==> src/sv/rts_pkg.sv <==
package rts_pkg;

	// Queue between the classifier and the tally
	localparam int FIFO_DEPTH = 4;

	// Fixed widths of the result fields, the syllable and group counters and the code point
	localparam int OUT_CNT_W = 24;
	localparam int EASE_W    = 14;
	localparam int GRADE_W   = 32;
	localparam int SYL_W     = 32;
	localparam int GROUP_W   = 16;
	localparam int CP_W      = 21;

	// Scaled Flesch coefficients (hundredths; the ease terms doubled for the half-unit base)
	localparam int EASE_BASE = 41367;
	localparam int EASE_WW   = 203;
	localparam int EASE_YS   = 16920;
	localparam int GRADE_WW  = 39;
	localparam int GRADE_YS  = 1180;
	localparam int GRADE_SW  = 1559;
	localparam int EASE_TOP  = 10000;
	localparam logic [GRADE_W-1:0] GRADE_TOP = '1;

	// Character codes with a role of their own
	localparam logic [CP_W-1:0] CP_NEWLINE    = 21'h00000A;
	localparam logic [CP_W-1:0] CP_FULL_STOP  = 21'h00002E;
	localparam logic [CP_W-1:0] CP_EXCLAIM    = 21'h000021;
	localparam logic [CP_W-1:0] CP_QUESTION   = 21'h00003F;
	localparam logic [CP_W-1:0] CP_UNDERSCORE = 21'h00005F;
	localparam logic [CP_W-1:0] CP_DOT_I_CAP  = 21'h000130;

	typedef struct packed {
		logic has_char;
		logic last;
		logic space;
		logic newline;
		logic punct;
		logic letter;
		logic wordc;
		logic vowel;
		logic is_e;
	} char_class_t;

endpackage

==> src/sv/rts_fifo.sv <==
module rts_fifo (
	input  logic                 clk,
	input  logic                 arst_n,
	input  logic                 push,
	input  rts_pkg::char_class_t push_data,
	input  logic                 pop,
	output rts_pkg::char_class_t head,
	output logic                 full,
	output logic                 empty
);
	import rts_pkg::*;

	localparam int PTR_W = $clog2(FIFO_DEPTH);

	char_class_t      mem_q [FIFO_DEPTH];
	logic [PTR_W-1:0] wr_ptr_q;
	logic [PTR_W-1:0] rd_ptr_q;
	logic [PTR_W:0]   count_q;
	logic             do_push;
	logic             do_pop;

	assign full    = (count_q == (PTR_W+1)'(FIFO_DEPTH));
	assign empty   = (count_q == '0);
	assign do_push = push && !full;
	assign do_pop  = pop && !empty;
	assign head    = mem_q[rd_ptr_q];

	always_ff @(posedge clk) begin
		if (do_push) begin
			mem_q[wr_ptr_q] <= push_data;
		end
	end

	always_ff @(posedge clk or negedge arst_n) begin
		if (!arst_n) begin
			wr_ptr_q <= '0;
			rd_ptr_q <= '0;
			count_q  <= '0;
		end else begin
			if (do_push) begin
				wr_ptr_q <= (wr_ptr_q == PTR_W'(FIFO_DEPTH-1)) ? '0 : wr_ptr_q + 1'b1;
			end
			if (do_pop) begin
				rd_ptr_q <= (rd_ptr_q == PTR_W'(FIFO_DEPTH-1)) ? '0 : rd_ptr_q + 1'b1;
			end
			if (do_push && !do_pop) begin
				count_q <= count_q + 1'b1;
			end else if (do_pop && !do_push) begin
				count_q <= count_q - 1'b1;
			end
		end
	end
endmodule

==> config.mk <==
export PLATFORM = sky130hd
export DESIGN_NAME = rts_fifo
export DESIGN_NICKNAME = d
export VERILOG_FILES = /design/src/sv/rts_pkg.sv /design/src/sv/rts_fifo.sv
export SDC_FILE = /design/constraint.sdc
export NUM_CORES = 1
export LEC_CHECK = 0
export BUFFER_PORTS_ARGS = -buffer_cell sky130_fd_sc_hd__buf_2
export CORE_MARGIN = 2
export CORE_UTILIZATION = 41
export CTS_CLUSTER_DIAMETER = 30
export DETAILED_ROUTE_END_ITERATION = 6
export GPL_ROUTABILITY_DRIVEN = 0
export PLACE_DENSITY = 0.67
export REMOVE_ABC_BUFFERS = 1
export SLEW_MARGIN = 15
export SYNTH_ARGS = -nofsm -noshare
export SYNTH_HDL_FRONTEND = slang
export SYNTH_SLANG_ARGS = --single-unit
==> constraint.sdc <==
create_clock -name clk -period 1.8 [get_ports clk]
set_input_delay 0.18 -clock clk [delete_from_list [all_inputs] [get_ports clk]]
set_output_delay 0.18 -clock clk [all_outputs]
set_load 0.05 [all_outputs]
Word-level counts from Yosys, hierarchy flattened
Memories as Yosys holds them, arrays and structs flattened.
Cells that the tools add are included.
{ "op_classes": {"addsub": 4, "eq_ne": 3, "n_mux": 6, "n_reduce_logical": 10} }
{ "ops": {"columns": ["op", "count"], "rows": [
  ["$mux 3", 2],
  ["$add 2x1->2 const B", 2],
  ["$eq 2x2->1 const B", 2],
  ["$logic_and 1x1->1", 4],
  ["$logic_not 1->1", 4],
  ["$mux 2", 2],
  ["$add 3x1->3 const B", 1],
  ["$eq 3x3->1 const B", 1],
  ["$logic_not 3->1", 1],
  ["$sub 3x1->3 const B", 1],
  ["$mux 1", 2],
  ["$reduce_bool 2->1", 1]
]} }
{ "word_totals": {"register_bits": 7, "ramBits": 36, "out_inout_bits": 11, "word_cells": 27, "mem_count": 1} }
{ "mem_list": {"columns": ["memory", "words", "word_bits", "rd", "rd_clocked_by_memory_dff", "wr", "line", "source"], "rows": [
  ["mem_q", 4, 9, 1, 0, 1, "rts_fifo.sv:15", "char_class_t mem_q [FIFO_DEPTH];"]
]} }

Depth between registers and ports, before layout
{ "depth": {"depth_word": 7, "depth_mapped": 8, "ltp_nobuf": 8} }

Worst setup path before layout
OpenSTA, ideal clock, no wires.
{ "synth_timing": {"path_type": "register -> register", "start": "register count_q[0]", "end": "register count_q[2]", "t_arrival_ns": 2.928, "t_required_ns": 1.721, "setup_slack_ns": -1.207, "stages_incl_launch_ff": 9, "path_buffers": 0, "synth_period_minus_slack_ns": 3.007, "path_cell_list": "dfrtp_1 nor3_1 nand2b_4 ha_1 inv_1 fa_1 xor2_1 nor2_1 xor2_1"} }
{ "synth_between": {"elab_chain_cells": 6, "word_cells_on_any_way": 15, "classes_between": "add/sub: 2; eq/ne: 1; mux: 2; reduce/logical: 10"} }
{ "synth_rtl": {"columns": ["item", "line", "source"], "rows": [
  ["start: declaration", "rts_fifo.sv:18", "logic [PTR_W:0] count_q;"],
  ["start signal: assignment", "rts_fifo.sv:47", "count_q <= count_q + 1'b1;"],
  ["start signal: assignment", "rts_fifo.sv:49", "count_q <= count_q - 1'b1;"],
  ["$logic_not 3->1 (*)", "rts_fifo.sv:23", "assign empty = (count_q == '0);"],
  ["via empty", "rts_fifo.sv:9", "output logic empty"],
  ["$logic_not 1->1 (*)", "rts_fifo.sv:25", "assign do_pop = pop && !empty;"],
  ["$logic_and 1x1->1 (*)", "rts_fifo.sv:25", null],
  ["$logic_not 1->1", "rts_fifo.sv:46", "if (do_push && !do_pop) begin"],
  ["$logic_and 1x1->1", "rts_fifo.sv:46", null],
  ["$mux 3 / $reduce_bool 2->1 (equally long branches)", null, null]
]} }
The timed path passes the listed nets; every way through them passes the cells marked *. The select of a mux whose other input is x is not followed.
A chain may end at the register's enable or synchronous reset.

Worst setup path in the final report
{ "layout_timing": {"start": "register count_q[1]", "end": "register count_q[1]"} }
{ "layout_between": {"elab_chain_cells": 6, "word_cells_on_any_way": 15, "classes_between": "add/sub: 2; eq/ne: 1; mux: 2; reduce/logical: 10"} }
{ "layout_rtl": {"columns": ["item", "line", "source"], "rows": [
  ["$eq 3x3->1 (*)", "rts_fifo.sv:22", "assign full = (count_q == (PTR_W+1)'(FIFO_DEPTH));"],
  ["$logic_not 1->1 (*)", "rts_fifo.sv:24", "assign do_push = push && !full;"],
  ["$logic_and 1x1->1 (*)", "rts_fifo.sv:24", null],
  ["via do_push", "rts_fifo.sv:19", "logic do_push;"],
  ["$logic_not 1->1", "rts_fifo.sv:48", "end else if (do_pop && !do_push) begin"],
  ["$logic_and 1x1->1", "rts_fifo.sv:48", null],
  ["$reduce_bool 2->1 (no line)", null, null]
]} }
Marks and branches as above.

==> flow_metrics.env <==
export IMPL_hold_viol_final=0
export IMPL_place_ws_ps=-205
export IMPL_fp_dieArea_um2=4840
export IMPL_max_freq_mhz=542
export IMPL_grt_pass1_wl_mm=4.96
export IMPL_maxCapViolCount=0
export IMPL_yosysTopAreaCell="edfxtp_1"
export IMPL_cp_start_kind="flop"
export IMPL_routed_top_layer="met4"
export IMPL_gr_total_overflow=0
export IMPL_path_class="flop to flop"
export IMPL_drive_above_1_share_pct=55.6
export IMPL_route_met3_wl_um=149
export IMPL_antenna_found_initial=0
export IMPL_max_slew_margin_pct=82.3
export IMPL_wl_met1_mm=1.22
export IMPL_vias=882
export IMPL_seq_area_frac_synth_pct=71.2
export IMPL_worstSetupEndpointType="flop"
export IMPL_core_area_um2=4060
export IMPL_rsz0062_at_grt="yes"
export IMPL_synth_fa_ha_area_share_pct=5.39
export IMPL_timing_setup_tns_ps=-51.1
export IMPL_route_met2_wl_mm=1.62
export IMPL_area_growth_pct=26.6
export IMPL_routed_wl_mm=3.03
export IMPL_vias_per_cell=4.82
export IMPL_timing_final_crit_share_pct=102
export IMPL_yosysUniqueCellTypes=19
export IMPL_first_global_vias=1008
export IMPL_final_area_um2=2230
export IMPL_hp_class="input port to flop"
export IMPL_cts_tree="done"
export IMPL_yosysTopAreaCellShare_pct=61.3
export IMPL_syn_instance_count=84
export IMPL_syn_area_per_cell_um2=21.0
export IMPL_cp_required_ps=1980
export IMPL_ys_warn_count=0
export IMPL_io_pins=24
export IMPL_initial_core_util_pct=43.5
export IMPL_drv_slew=0
export IMPL_arrival_ps=2020
export IMPL_place_inst=169
export IMPL_p_total_mw=4.13
export IMPL_clock_sinks=43
export IMPL_setup_viol=2
export IMPL_synth_ff_type="edfxtp_1"
export IMPL_cp_max_fo=3
export IMPL_ant_nets=0
export IMPL_die_h_um=69.6
export IMPL_synth_area_um2=1760
export IMPL_synth_mux_area_share_pct=15.5
export IMPL_firstDrtPassIters=4
export IMPL_yosys_register_bits=43
export IMPL_synth_compound_area_share_pct=0
export IMPL_cts_root_buf="clkbuf_8"
export IMPL_setup_ws_ps=-43.5
export IMPL_grt_max_degree=14
export IMPL_synth_xor_area_share_pct=1.49
export IMPL_numCtsBuffers=5
export IMPL_grt_usage_pct=14.0
export IMPL_tightest_slew_ps=265
export IMPL_cts_clk_slew_worst_paths_ps=80
export IMPL_clockBufferDepth=2
export IMPL_synth_edf_count=36
export IMPL_die_w_um=69.6
export IMPL_yosys_area_share_simple_pct=5.04
export IMPL_regArea_um2=1260
export IMPL_outcome="finished, violations left"
export IMPL_clk_latency_ps=290
export IMPL_power_leakage_nw=0.878
export IMPL_numPortBuffers=23
export IMPL_violations="setup timing"
export IMPL_finalCriticalPeriod_ps=1840
export IMPL_num_rows=23
export IMPL_synthArstFlopShare_pct=16.3
export IMPL_wl_per_cell_um=16.5
export IMPL_clock_skew_final_ps=9.98
export IMPL_num_antenna_cells=0
export IMPL_num_fill_cells=313
export IMPL_multiInputGateArea_um2=514
export IMPL_num_nets_final=152
export IMPL_synth_top_family_by_area="multiplexers"
export IMPL_power_density_nw_per_um2=1850
export IMPL_synthTopCellsByArea="edfxtp_1 61%, mux4_2 11%, dfrtp_1 9.9%, ha_1 4.3%, mux2_4 3.4%"
export IMPL_htreeDepth=2
export IMPL_placedInstanceArea_um2=2030
export IMPL_drc=0
export IMPL_peakVddDrop_uv=1030
export IMPL_instances_no_fill=183
export IMPL_dp_hpwl_mm=2.12
export IMPL_drt_initial_drc_count=52
registers in the layout, summed over array words and instances, names as in the netlist:
signal / count
wr_ptr_q: 2
count_q: 3
rd_ptr_q: 2
mem_q: 36
final timing paths:
check / start / to / slack (ps) / cells after the start
min in group asynchronous: arst_n / count_q[1]$_DFFE_PN0P_ / 250 / 2
max: count_q[1]$_DFFE_PN0P_ / count_q[1]$_DFFE_PN0P_ / -40 / 6
max reg2reg: count_q[1]$_DFFE_PN0P_ / count_q[1]$_DFFE_PN0P_ / -40 / 6
min: push_data[6] / mem_q[1][6]$_DFFE_PP_ / 100 / 1
min reg2reg: count_q[2]$_DFFE_PN0P_ / count_q[2]$_DFFE_PN0P_ / 520 / 1
max in group asynchronous: arst_n / rd_ptr_q[1]$_DFFE_PN0P_ / 1360 / 2
layout by cell type (no fill, tap or decap), types with 2 or more instances in the layout:
| cell | count |
|---|---|
| nor2_1 | 4 |
| mux2_4 | 5 |
| inv_1 | 2 |
| and2_1 | 3 |
| ha_1 | 5 |
| buf_2 | 21 |
| edfxtp_1 | 36 |
| mux4_2 | 9 |
| xor2_1 | 2 |
| dfrtp_1 | 3 |
| buf_4 | 20 |
| clkbuf_8 | 5 |
| dfrtp_2 | 4 |
cells in the mapped netlist (2+ instances only):
library cell  instances
edfxtp_1             36
xor2_1                2
mux2_4                4
ha_1                  6
dfrtp_1               7
mux4_2                9
inv_1                 3
nor2_1                4
and2_1                3
per-stage QoR:
step / hold slack, ps / utilization, %
6_report: 101 / 55.0
5_1_grt: 94.7 / 55.0
4_1_cts: 90.9 / 54.2
3_5_place_dp: 31.6 / 50.1
3_3_place_gp: 25.6 / 50.1
2_1_floorplan: -116 / -
layout make-up:
type | instances | area share [%]
clock buffer | 5 | 3.08
clock inverter | 3 | 1.74
timing repair buffer | 43 | 12.4
inverter | 3 | 0.504
multi-input combinational | 36 | 23.0
sequential | 43 | 56.5
tap | 50 | 2.80
logic make-up after synthesis:
logic type | Yosys count
fa+ha+maj | 7
simple gates | 12
xor+xnor | 3
mux | 14
buf+inv | 5
flops | 43
metal layers:
metal  global-route usage (%)  up-vias
li1                         -      418
met2                     23.5       19
met1                     16.2      441
met4                     5.88        0
met5                        0        -
met3                     4.94        4
power by group:
group / internal, mW / switching [mW]
clock: 0.406 / 0.311
combinational: 0.828 / 1.05
sequential: 1.35 / 0.183
critical path: stages, from the launching register on:
cell and delay [ps]:
dfrtp_2 450, nor3b_4 280, nor2b_4 80, ha_4 160, inv_2 50, fa_2 420
mux2_4 280
what timing repair did:
item | CTS | global route
hold endpoints to repair | 7 | 0
buffers inserted | 3 | 2
pin swaps | 4 | 6
gates resized for setup | 7 | 8
hold buffers | 1 | 0
endpoints found under the setup margin | 9 | 6
Note: power is estimated with default switching activity, not from simulation.
