$ cat src/sv/rts_pkg.sv
package rts_pkg;

	// Queue between the classifier and the tally
	localparam int FIFO_DEPTH = 4;

	// Fixed widths of the result fields, the syllable and group counters and the code point
	localparam int OUT_CNT_W = 24;
	localparam int EASE_W    = 14;
	localparam int GRADE_W   = 32;
	localparam int SYL_W     = 32;
	localparam int GROUP_W   = 16;
	localparam int CP_W      = 21;

	// Scaled Flesch coefficients (hundredths; the ease terms doubled for the half-unit base)
	localparam int EASE_BASE = 41367;
	localparam int EASE_WW   = 203;
	localparam int EASE_YS   = 16920;
	localparam int GRADE_WW  = 39;
	localparam int GRADE_YS  = 1180;
	localparam int GRADE_SW  = 1559;
	localparam int EASE_TOP  = 10000;
	localparam logic [GRADE_W-1:0] GRADE_TOP = '1;

	// Character codes with a role of their own
	localparam logic [CP_W-1:0] CP_NEWLINE    = 21'h00000A;
	localparam logic [CP_W-1:0] CP_FULL_STOP  = 21'h00002E;
	localparam logic [CP_W-1:0] CP_EXCLAIM    = 21'h000021;
	localparam logic [CP_W-1:0] CP_QUESTION   = 21'h00003F;
	localparam logic [CP_W-1:0] CP_UNDERSCORE = 21'h00005F;
	localparam logic [CP_W-1:0] CP_DOT_I_CAP  = 21'h000130;

	typedef struct packed {
		logic has_char;
		logic last;
		logic space;
		logic newline;
		logic punct;
		logic letter;
		logic wordc;
		logic vowel;
		logic is_e;
	} char_class_t;

endpackage

$ cat src/sv/rts_in_if.sv
interface rts_in_if;
	logic        valid;
	logic        ready;
	logic [20:0] code_point;
	logic        has_char;
	logic        last;

	modport source (output valid, code_point, has_char, last, input ready);
	modport sink (input valid, code_point, has_char, last, output ready);
endinterface

$ cat src/sv/rts_front.sv
module rts_front (
	rts_in_if.sink              in_ch,
	input  logic                full,
	output logic                push,
	output rts_pkg::char_class_t push_data
);
	import rts_pkg::*;

	logic [CP_W-1:0] c;

	assign c            = in_ch.code_point;
	assign in_ch.ready  = !full;
	assign push         = in_ch.valid && !full;

	always_comb begin
		push_data          = '0;
		push_data.has_char = in_ch.has_char;
		push_data.last     = in_ch.last;
		push_data.space    = c inside {[21'h09:21'h0D], 21'h20, 21'h85, 21'hA0, 21'h1680,
			[21'h2000:21'h200A], 21'h2028, 21'h2029, 21'h202F, 21'h205F, 21'h3000};
		push_data.newline  = (c == CP_NEWLINE);
		push_data.punct    = c inside {CP_FULL_STOP, CP_EXCLAIM, CP_QUESTION};
		push_data.letter   = c inside {[21'h41:21'h5A], [21'h61:21'h7A], 21'hC7, 21'hD6, 21'hDC,
			21'hE7, 21'hF6, 21'hFC, 21'h11E, 21'h11F, CP_DOT_I_CAP, 21'h131, 21'h15E, 21'h15F};
		push_data.wordc    = push_data.letter || (c inside {[21'h30:21'h39]})
			|| (c == CP_UNDERSCORE);
		push_data.vowel    = c inside {21'h61, 21'h65, 21'h69, 21'h6F, 21'h75, 21'h79,
			21'h41, 21'h45, 21'h49, 21'h4F, 21'h55, 21'h59, CP_DOT_I_CAP};
		push_data.is_e     = c inside {21'h65, 21'h45};
	end
endmodule

$ cat src/flat_wrapper.sv
// flat-port wrapper written by rule: the top's interface ports become plain ports
module rts_front_flat import rts_pkg::*;
  (full, push, push_data, in_ch_valid, in_ch_code_point, in_ch_has_char, in_ch_last, in_ch_ready);
  rts_in_if in_ch_i ();
  input  logic full;
  output logic push;
  output rts_pkg::char_class_t push_data;
  input wire logic [$bits(in_ch_i.valid)-1:0] in_ch_valid;
  input wire logic [$bits(in_ch_i.code_point)-1:0] in_ch_code_point;
  input wire logic [$bits(in_ch_i.has_char)-1:0] in_ch_has_char;
  input wire logic [$bits(in_ch_i.last)-1:0] in_ch_last;
  output wire logic [$bits(in_ch_i.ready)-1:0] in_ch_ready;
  assign in_ch_i.valid = in_ch_valid;
  assign in_ch_i.code_point = in_ch_code_point;
  assign in_ch_i.has_char = in_ch_has_char;
  assign in_ch_i.last = in_ch_last;
  assign in_ch_ready = in_ch_i.ready;
  rts_front u_core (.in_ch(in_ch_i), .full(full), .push(push), .push_data(push_data));
endmodule
$ cat config.mk
export PLATFORM = sky130hd
export DESIGN_NAME = rts_front_flat
export DESIGN_NICKNAME = d
export VERILOG_FILES = /design/src/sv/rts_pkg.sv /design/src/sv/rts_in_if.sv /design/src/sv/rts_front.sv /design/src/flat_wrapper.sv
export SDC_FILE = /design/constraint.sdc
export NUM_CORES = 1
export LEC_CHECK = 0
export ABC_CLOCK_PERIOD_IN_PS = 1700
export BUFFER_PORTS_ARGS = -buffer_cell sky130_fd_sc_hd__buf_2
export CELL_PAD_IN_SITES_DETAIL_PLACEMENT = 1
export CELL_PAD_IN_SITES_GLOBAL_PLACEMENT = 1
export CORE_MARGIN = 1
export CORE_UTILIZATION = 29
export DETAILED_ROUTE_END_ITERATION = 16
export GPL_TIMING_DRIVEN = 0
export PLACE_DENSITY = 0.95
export SETUP_SLACK_MARGIN = 0.2
export SYNTH_ARGS = -nofsm -noshare
export SYNTH_HDL_FRONTEND = slang
export SYNTH_SLANG_ARGS = --single-unit
$ cat constraint.sdc
create_clock -name vclk -period 1.7
set_input_delay 0.085 -clock vclk [all_inputs]
set_output_delay 0.085 -clock vclk [all_outputs]
set_load 0.1 [all_outputs]
Word-level counts from Yosys, hierarchy flattened. Cells that the tools add are included.

Input port bits: 25. Output and inout bits: 11. Bits in registers: 0. Word-level logic and storage cells: 62.

Eq/ne operators: 38. Order comparisons: 10. Reductions and logical operators: 14.

Operators by type and width (count): == test 21 x 7 -> 1 bit, second input constant (13); == test 21 x 8 -> 1 bit, second input constant (8); == test 21 x 9 -> 1 bit, second input constant (6); == test 21 x 14 -> 1 bit, second input constant (5); == test 21 x 6 -> 1 bit, second input constant (4); greater-or-equal comparator 21 x 7 -> 1 bit, second input constant (2); less-or-equal comparator 21 x 7 -> 1 bit, second input constant (2); == test 21 x 13 -> 1 bit, second input constant (1); == test 21 x 4 -> 1 bit, second input constant (1); greater-or-equal comparator 21 x 14 -> 1 bit, second input constant (1); greater-or-equal comparator 21 x 4 -> 1 bit, second input constant (1); greater-or-equal comparator 21 x 6 -> 1 bit, second input constant (1); less-or-equal comparator 21 x 14 -> 1 bit, second input constant (1); less-or-equal comparator 21 x 4 -> 1 bit, second input constant (1); less-or-equal comparator 21 x 6 -> 1 bit, second input constant (1); nonzero test 14 bit (1); nonzero test 13 bit (1); nonzero test 11 bit (1); logical AND 1 bit (6); nonzero test 3 bit (1); logical OR 1 bit (2); nonzero test 2 bit (1); zero test 1 bit (1).

Depth between registers and ports, before layout. Gate-level depths: netlist of run 1.

Depth in word-level cells: 5. Mapped depth: 6. Depth with buffers taken out: 5.

Worst setup path after synthesis of run 1. Ideal clock, no wire load.

Path kind: input to output. Start point: in in_ch_code_point[19]. End point: out push_data[4] (netlist name). Path buffers: 0. Stages on the path: 4. Slack: -1523 ps. Data required time: 1615 ps. Data arrival time: 3138 ps. Path through: or4_4 nor3_4 nand2_1 a211oi_1.

RTL lines: from (decl) (RTL line flat_wrapper.sv:9) `input wire logic [$bits(in_ch_i.code_point)-1:0] in_ch_code_point;`; to (decl) (RTL line flat_wrapper.sv:7) `output rts_pkg::char_class_t push_data;`.

==> impl_results.md, run 1 <==
- Post-CTS Hold Fix Bufs: 0
- Placed inst area: 882 um2
- Gpl congestion: 0.870
- Post-route ant nets: 0
- DRC violations left: 0
- Maximum net fanout on the critical path: 10
- Nature of the critical path startpoint: primary input
- First-pass GRT wire length: 5.22 mm
- Initial drt markers: 54
- Actual slew at the worst max-slew pin: 0.491 ns
- Max cap viols: 0
- Drt first pass iters: 4
- Kind of critical path: primary input to output port
- Finished Core Util: 70.0%
- Arrival @ worst endpoint: 1.78 ns
- Port bufs: 34
- Maximum clock rate: 536 MHz
- Max stage delay on crit path: 0.34 ns
- Final wirelength: 3.96 mm
- Power per Cell Area: 206 nW/um2
- Clk pwr share: 0%
- Seq_cells: 0
- FF+latch area: 0 um2
- Failing checks: setup timing
- Lkg Pwr: 0.459 nW
- Share of cells above drive strength 1: 63.6%
- Net Count, Synth: 113
- Cell Chain, Critical Path: buf_2 -> buf_4 -> nand2_1 -> o32a_1 -> o22ai_1 -> nand3_1 -> nand2_8 -> buf_12
- Cell internal pwr: 0.0000907 W
- Final worst slack: -0.166 ns
- Slowest-stage cell, CP: o22ai_1
- RSZ-0062 raised after global routing: true
- Synth top area share: 6.83%
- Final slew viol count: 0
- Multi-input gate area: 723 um2
- Mapped Area: 549 um2
- Final Cycle Share: 110%
- ANT cells: 0
- Ys Warns: 0
- Outcome: finished, violations left
- Fillcell total: 203
- Nets@finish: 159
- Non-Filler Cell Area, Final: 1220 um2
- Switching power: 0.000161 W
- Sw Share: 63.9%
- Count of cell types in the netlist: 37
- Final min period: 1.87 ns
- Worst Hold Class: primary input to output port
- Setup violators final: 5
- Largest net degree at the start of global routing: 11
- Initial Util: 31.5%
- Synth top cells by count: nand2_1, nor2_1, nand3_1, nor3_1
- Worst Setup End Kind: output port
- Routed len/inst: 25.2 um
- Syn Inst Count: 88
- Vias in the first global route: 997
- Avg Cell Area, Syn: 6.24 um2
- Initial antenna violation count: 0
- Clk_buf instances: 0
- Data required, critical path: 1.62 ns
- Final Hold Fails: 0
- Detailed placement HPWL: 1.75 mm
- Die ar.: 2070 um2
- Count leader, synth: nand2_1
- Via count: 1020
- Relative slew slack: 67.5%
- Drt via density: 6.50
- Die Y-Extent: 45.5 um
- Hold_ws: 0.544 ns
- Chip width: 45.5 um
- Sequential share of the synthesized area: 0%
- Total GRT Usage: 35.4%
- Register share of total power: 0%
- GRT Residual Overflow: 0
- Post-synth top area cell: nand2_1
- Synth area leaders: nand2_1, nand4_1, nand3_1
- Combinational power share: 100.0%
- VDD IR max: 0.188 mV
- IO Pins: 36
- Area grow syn2layout: 123%
- Core Rows: 15
- Core ar.: 1750 um2
==> placed cells by master (no fill, tap or decap), types with 3 or more instances in the layout <==
master,count
a211oi_4,3
a21oi_2,3
buf_12,8
buf_2,21
buf_4,17
buf_6,4
nand2_1,8
nand3_1,4
nand4_1,5
nor2_1,4
nor2_4,3
nor3_1,5
==> routing by layer <==
layer  vias to the layer above  GRT usage [%]  wire [um]
met3                        15           4.37        366
met1                       496           46.9       1560
met5                         -              0          0
li1                        430              -          -
met2                        79           62.0       1900
met4                         0           4.24        127
==> power by group through the flow <==
stage	clock (W)	sequential (W)	combinational [W]
6_report	0	0	0.000251
5_1_grt	0	0	0.000259
4_1_cts	0	0	0.000216
3_5_place_dp	0	0	0.000186
3_3_place_gp	0	0	0.000179
2_1_floorplan	0	0	0.000114
==> cell type report <==
type	count	share of cell area (%)
multi-input combinational	78	59.2
timing repair buffer	44	32.7
buffer	8	5.02
tap	25	2.56
inverter	2	0.614
==> critical path, delay by kind of cell <==
family	cells	cell delay, ns
buffers and inverters	3	0.53
and+or+nand+nor	3	0.52
AOI/OAI and AO/OA	2	0.64
==> metrics by stage <==
stage,cells,power [W],TNS (ns),worst slack (ns)
2_1_floorplan,88,0.000114,-0.479,-0.228
3_3_place_gp,147,0.000179,-1.39,-0.387
3_5_place_dp,147,0.000186,-1.47,-0.399
4_1_cts,154,0.000216,-0.0132,-0.0132
5_1_grt,157,0.000259,-0.469,-0.149
6_report,157,0.000251,-0.330,-0.166
==> path summary, 6_finish.rpt <==
kind / startpoint / end / depth (start not counted)
worst max-delay path: in_ch_code_point[4] / push_data[3] / 8
worst min-delay path: in_ch_code_point[18] / push_data[6] / 3
==> what timing repair did <==
item	CTS	global route
buffers inserted	7	3
resized for setup	57	12
setup endpoints to repair	7	7
pin swaps	15	11
==> cell families after synthesis <==
logic type,share of synthesized area (%)
buf+inv,10.7
xor+xnor,3.19
simple gates,57.0
compound gates,29.2
Power figures use the tool's default switching activity.
==> run 2, diff against run 1 <==
==> constraint.sdc (replaced) <==
create_clock -name vclk -period 1.7
set_input_delay 0.34 -clock vclk [all_inputs]
set_output_delay 0.34 -clock vclk [all_outputs]
set_load 0.1 [all_outputs]
==> run 2 against run 1 <==
The run still ends with setup timing left; critical path depth decreased by 1; largest cell class unchanged; wire length decreased by 7.6%; via count decreased by 2.5%; highest routed layer unchanged; hold slack improved by 0.51 ns; cell area decreased by 0.61%; largest power group unchanged.
==> impl_results.md, run 2 (synthesis gave the netlist of run 1 again) <==
- Outcome: finished, violations left (unchanged)
- Failing checks: setup timing (unchanged)
- Commonest cells after routing, fill and taps aside: buf_2, buf_4, nand2_1, buf_12 (unchanged)
- Final worst slack: -0.603 ns (was -0.166 ns)
- Routed len/inst: 23.3 um (was 25.2 um)
- Area grow syn2layout: 121% (was 123%)
- Relative slew slack: 67.5% (about the same)
- Most common library cell in the layout ignoring fill and taps: buf_2 (unchanged)
- Hold_ws: 1.06 ns (was 0.544 ns)
- VDD IR max: 0.170 mV (was 0.188 mV)
- IO Pins: 36 (unchanged)
- First-pass GRT wire length: 5.22 mm (unchanged)
- Clk_buf instances: 0 (unchanged)
- Clk pwr share: 0% (about the same)
- Drt first pass iters: 4 (unchanged)
- Actual slew at the worst max-slew pin: 0.490 ns (was 0.491 ns)
- Max cap viols: 0 (unchanged)
- Post-route ant nets: 0 (unchanged)
- Met2 Use GR: 62.0% (unchanged)
- GRT Residual Overflow: 0 (unchanged)
- Core ar.: 1750 um2 (unchanged)
- Cell internal pwr: 0.0000893 W (was 0.0000907 W)
- Vias in the first global route: 997 (unchanged)
- Die Y-Extent: 45.5 um (unchanged)
- Arrival @ worst endpoint: 1.96 ns (was 1.78 ns)
- Die ar.: 2070 um2 (unchanged)
- Post-CTS Hold Fix Bufs: 0 (unchanged)
- DRC violations left: 0 (unchanged)
- Seq_cells: 0 (unchanged)
- Initial drt markers: 27 (was 54)
- Port bufs: 34 (unchanged)
- Final Cycle Share: 135% (was 110%)
- Via count: 994 (was 1020)
- Final wirelength: 3.66 mm (was 3.96 mm)
- Sw Share: 63.3% (was 63.9%)
- Maximum clock rate: 434 MHz (was 536 MHz)
- Placed inst area: 882 um2 (unchanged)
- Final Hold Fails: 0 (unchanged)
- Maximum net fanout on the critical path: 3 (was 10)
- Nets@finish: 159 (unchanged)
- Total GRT Usage: 35.4% (unchanged)
- Detailed placement HPWL: 1.75 mm (unchanged)
- Largest net degree at the start of global routing: 11 (unchanged)
- Switching power: 0.000154 W (was 0.000161 W)
- Initial antenna violation count: 0 (unchanged)
- ANT cells: 0 (unchanged)
- Setup violators final: 7 (was 5)
- Layer with the highest usage: met2 (unchanged)
- Initial Util: 31.5% (unchanged)
- Drt via density: 6.33 (was 6.50)
- Setup_tns: -3.68 ns (was -0.330 ns)
- Worst Setup End Kind: output port (unchanged)
- Pre-CTS setup slack: -0.909 ns (was -0.399 ns)
- Lkg Pwr: 0.458 nW (was 0.459 nW)
- Non-Filler Cell Area, Final: 1210 um2 (was 1220 um2)
- Combinational power share: 100.0% (about the same)
- FF+latch area: 0 um2 (unchanged)
- Register share of total power: 0% (about the same)
- Kind of critical path: primary input to output port (unchanged)
- Power per Cell Area: 200 nW/um2 (was 206 nW/um2)
- Global-route met3 utilization: 4.37% (unchanged)
- Grt met1 use: 46.9% (unchanged)
- Final min period: 2.30 ns (was 1.87 ns)
- Final slew viol count: 0 (unchanged)
- Share of cells above drive strength 1: 63.6% (unchanged)
- Core Rows: 15 (unchanged)
- Worst Hold Class: primary input to output port (unchanged)
- RSZ-0062 raised after global routing: true (unchanged)
- Gpl congestion: 0.870 (unchanged)
- Finished Core Util: 69.6% (was 70.0%)
- Nature of the critical path startpoint: primary input (unchanged)
- Chip width: 45.5 um (unchanged)
- Data required, critical path: 1.36 ns (was 1.62 ns)
run 2: power by group through the flow:
stage / Sequential [W] / Clock (W) / Combinational (W)
2_1_floorplan: 0 / 0 / 0.000114
3_3_place_gp: 0 / 0 / 0.000179
3_5_place_dp: 0 / 0 / 0.000186
4_1_cts: 0 / 0 / 0.000216
5_1_grt: 0 / 0 / 0.000254
6_report: 0 / 0 / 0.000243
run 2: worst max-delay path, stage by stage:
cell,delay [ns]
buf_6,0.09
or4_4,0.56
nor3_4,0.19
buf_4,0.18
nand3_4,0.10
nor3b_4,0.28
buf_12,0.21
run 2: metrics by stage:
step,std cells,total power (W)
floorplan,88,0.000114
global placement,147,0.000179
detailed placement,147,0.000186
CTS,154,0.000216
global route,157,0.000254
finish,157,0.000243
run 2: path summary, 6_finish.rpt:
kind,startpoint,to,slack [ns],depth (start not counted)
min,in_ch_code_point[18],push_data[6],1.06,3
max,in_ch_code_point[19],push_data[0],-0.60,7
run 2: final cells by class:
type | instances | area (um2)
Multi-Input combinational cell | 78 | 716
Fill cell | 205 | 531
Timing Repair Buffer | 44 | 399
Buffer | 8 | 61.3
Tap cell | 25 | 31.3
Inverter | 2 | 7.51
run 2: repair_timing:
item                       4_1_cts  5_1_grt
setup endpoints to repair        7        7
buffers inserted                 7        3
resized for setup               57       10
pin swaps                       15       11
run 2: routing by layer:
metal  wire (um)  vias up
met5           0        -
met3         338       15
li1            -      428
met1        1470      469
met2        1740       82
met4         112        0
==> run 3, diff against run 2 <==
--- a/config.mk
+++ b/config.mk
@@ -13,6 +13,7 @@
 export CORE_UTILIZATION = 29
 export DETAILED_ROUTE_END_ITERATION = 16
 export GPL_TIMING_DRIVEN = 0
+export MAX_ROUTING_LAYER = met4
 export PLACE_DENSITY = 0.95
 export SETUP_SLACK_MARGIN = 0.2
 export SYNTH_ARGS = -nofsm -noshare
==> run 3 against run 2 <==
The run still ends with setup timing left; power shrank 0.18%; utilization unchanged; final cell count unchanged; critical path depth unchanged; fmax is essentially flat; die area did not move; highest routed layer unchanged; via count decreased by 2.7%; critical path type unchanged; count of clock-buffer cells in the layout is the same; sequential share of layout area is the same; non-clock buffer count is the same; combinational power about the same.
==> impl_results.md, run 3 (synthesis gave the netlist of run 1 again) <==
- Worst Setup End Kind: output port (unchanged)
- Nets@finish: 159 (unchanged)
- Final Cycle Share: 135% (about the same)
- IO Pins: 36 (unchanged)
- Commonest cells after routing, fill and taps aside: buf_2, buf_4, nand2_1, buf_12 (unchanged)
- GRT Residual Overflow: 0 (unchanged)
- Area grow syn2layout: 121% (unchanged)
- Final slew viol count: 0 (unchanged)
- RSZ-0062 raised after global routing: true (unchanged)
- Via count: 967 (was 994)
- First-pass GRT wire length: 5.23 mm (was 5.22 mm)
- Final Hold Fails: 0 (unchanged)
- Maximum net fanout on the critical path: 3 (unchanged)
- Largest net degree at the start of global routing: 11 (unchanged)
- Post-route ant nets: 0 (unchanged)
- VDD IR max: 0.171 mV (was 0.170 mV)
- Arrival @ worst endpoint: 1.96 ns (about the same)
- Worst Hold Class: primary input to output port (unchanged)
- Core ar.: 1750 um2 (unchanged)
- Hold_ws: 1.05 ns (was 1.06 ns)
- Drt first pass iters: 4 (unchanged)
- Core Rows: 15 (unchanged)
- Die ar.: 2070 um2 (unchanged)
- Maximum clock rate: 434 MHz (about the same)
- Chip width: 45.5 um (unchanged)
- FF+latch area: 0 um2 (unchanged)
- Kind of critical path: primary input to output port (unchanged)
- Actual slew at the worst max-slew pin: 0.490 ns (unchanged)
- Final wirelength: 3.63 mm (was 3.66 mm)
- Lkg Pwr: 0.458 nW (unchanged)
- Data required, critical path: 1.36 ns (about the same)
- Setup violators final: 7 (unchanged)
- Non-Filler Instances: 157 (unchanged)
- Initial Util: 31.5% (unchanged)
- Die Y-Extent: 45.5 um (unchanged)
- Failing checks: setup timing (unchanged)
- Total GRT Usage: 36.4% (was 35.4%)
- Final worst slack: -0.603 ns (about the same)
- Max cap viols: 0 (unchanged)
- Nature of the critical path startpoint: primary input (unchanged)
- Outcome: finished, violations left (unchanged)
- Port bufs: 34 (unchanged)
- ANT cells: 0 (unchanged)
- Routed len/inst: 23.1 um (was 23.3 um)
- DP Cell Count: 147 (unchanged)
- Initial antenna violation count: 0 (unchanged)
- Initial drt markers: 35 (was 27)
- Relative slew slack: 67.5% (unchanged)
- Drt via density: 6.16 (was 6.33)
- DRC violations left: 0 (unchanged)
- Placed inst area: 882 um2 (unchanged)
- Detailed placement HPWL: 1.75 mm (unchanged)
- Post-CTS Hold Fix Bufs: 0 (unchanged)
- Gpl congestion: 0.884 (was 0.870)
- Vias in the first global route: 995 (was 997)
- Clk_buf instances: 0 (unchanged)
- Non-Filler Cell Area, Final: 1210 um2 (unchanged)
- Seq_cells: 0 (unchanged)
- Tot Pwr: 0.000243 W (about the same)
- Setup_tns: -3.65 ns (was -3.68 ns)
- Power per Cell Area: 200 nW/um2 (about the same)
- Final min period: 2.30 ns (about the same)
- Share of cells above drive strength 1: 63.6% (unchanged)
- Most common library cell in the layout ignoring fill and taps: buf_2 (unchanged)
## run 3: cell counts in the layout (fill, tap and decap cells not counted)
No cell type changed its count.
## run 3: report_power, final
group	leakage (nW)	switching, W	internal (W)
logic	0.458	0.000154	0.0000892
clock network	0	0	0
registers	0	0	0
## run 3: worst paths after layout
path	start	endpoint	cells past startpoint
worst min-delay path	in_ch_code_point[18]	push_data[6]	3
worst max-delay path	in_ch_code_point[19]	push_data[0]	7
## run 3: cell type report
type / instances / area [um2]
Timing Repair Buffer: 44 / 399
Inverter: 2 / 7.51
Tap cell: 25 / 31.3
Fill cell: 205 / 531
Multi-Input combinational cell: 78 / 716
Buffer: 8 / 61.3
## run 3: timing repair
item	in CTS	in global routing
buffers inserted	7	3
pin swaps	15	11
cloned	0	0
endpoints found under the setup margin	7	7
resized for setup	57	10
## run 3: per-stage QoR
step	utilization, %	worst slack (ns)
floorplan	-	-0.738
global placement	50.5	-0.897
detailed placement	50.5	-0.909
CTS	66.3	-0.523
global route	69.6	-0.644
finish	69.6	-0.603
## run 3: worst max-delay path, cell delays in order
cell	delay [ns]
buf_6	0.09
or4_4	0.56
nor3_4	0.19
buf_4	0.18
nand3_4	0.11
nor3b_4	0.28
buf_12	0.21
## run 3: per-layer routing
layer | up-vias | track usage, % | share of wire (%)
met1 | 461 | 47.2 | 41
met3 | 11 | 3.97 | 8.6
met5 | - | - | 0
met2 | 66 | 62.0 | 48
li1 | 429 | - | -
met4 | 0 | 4.24 | 2.5
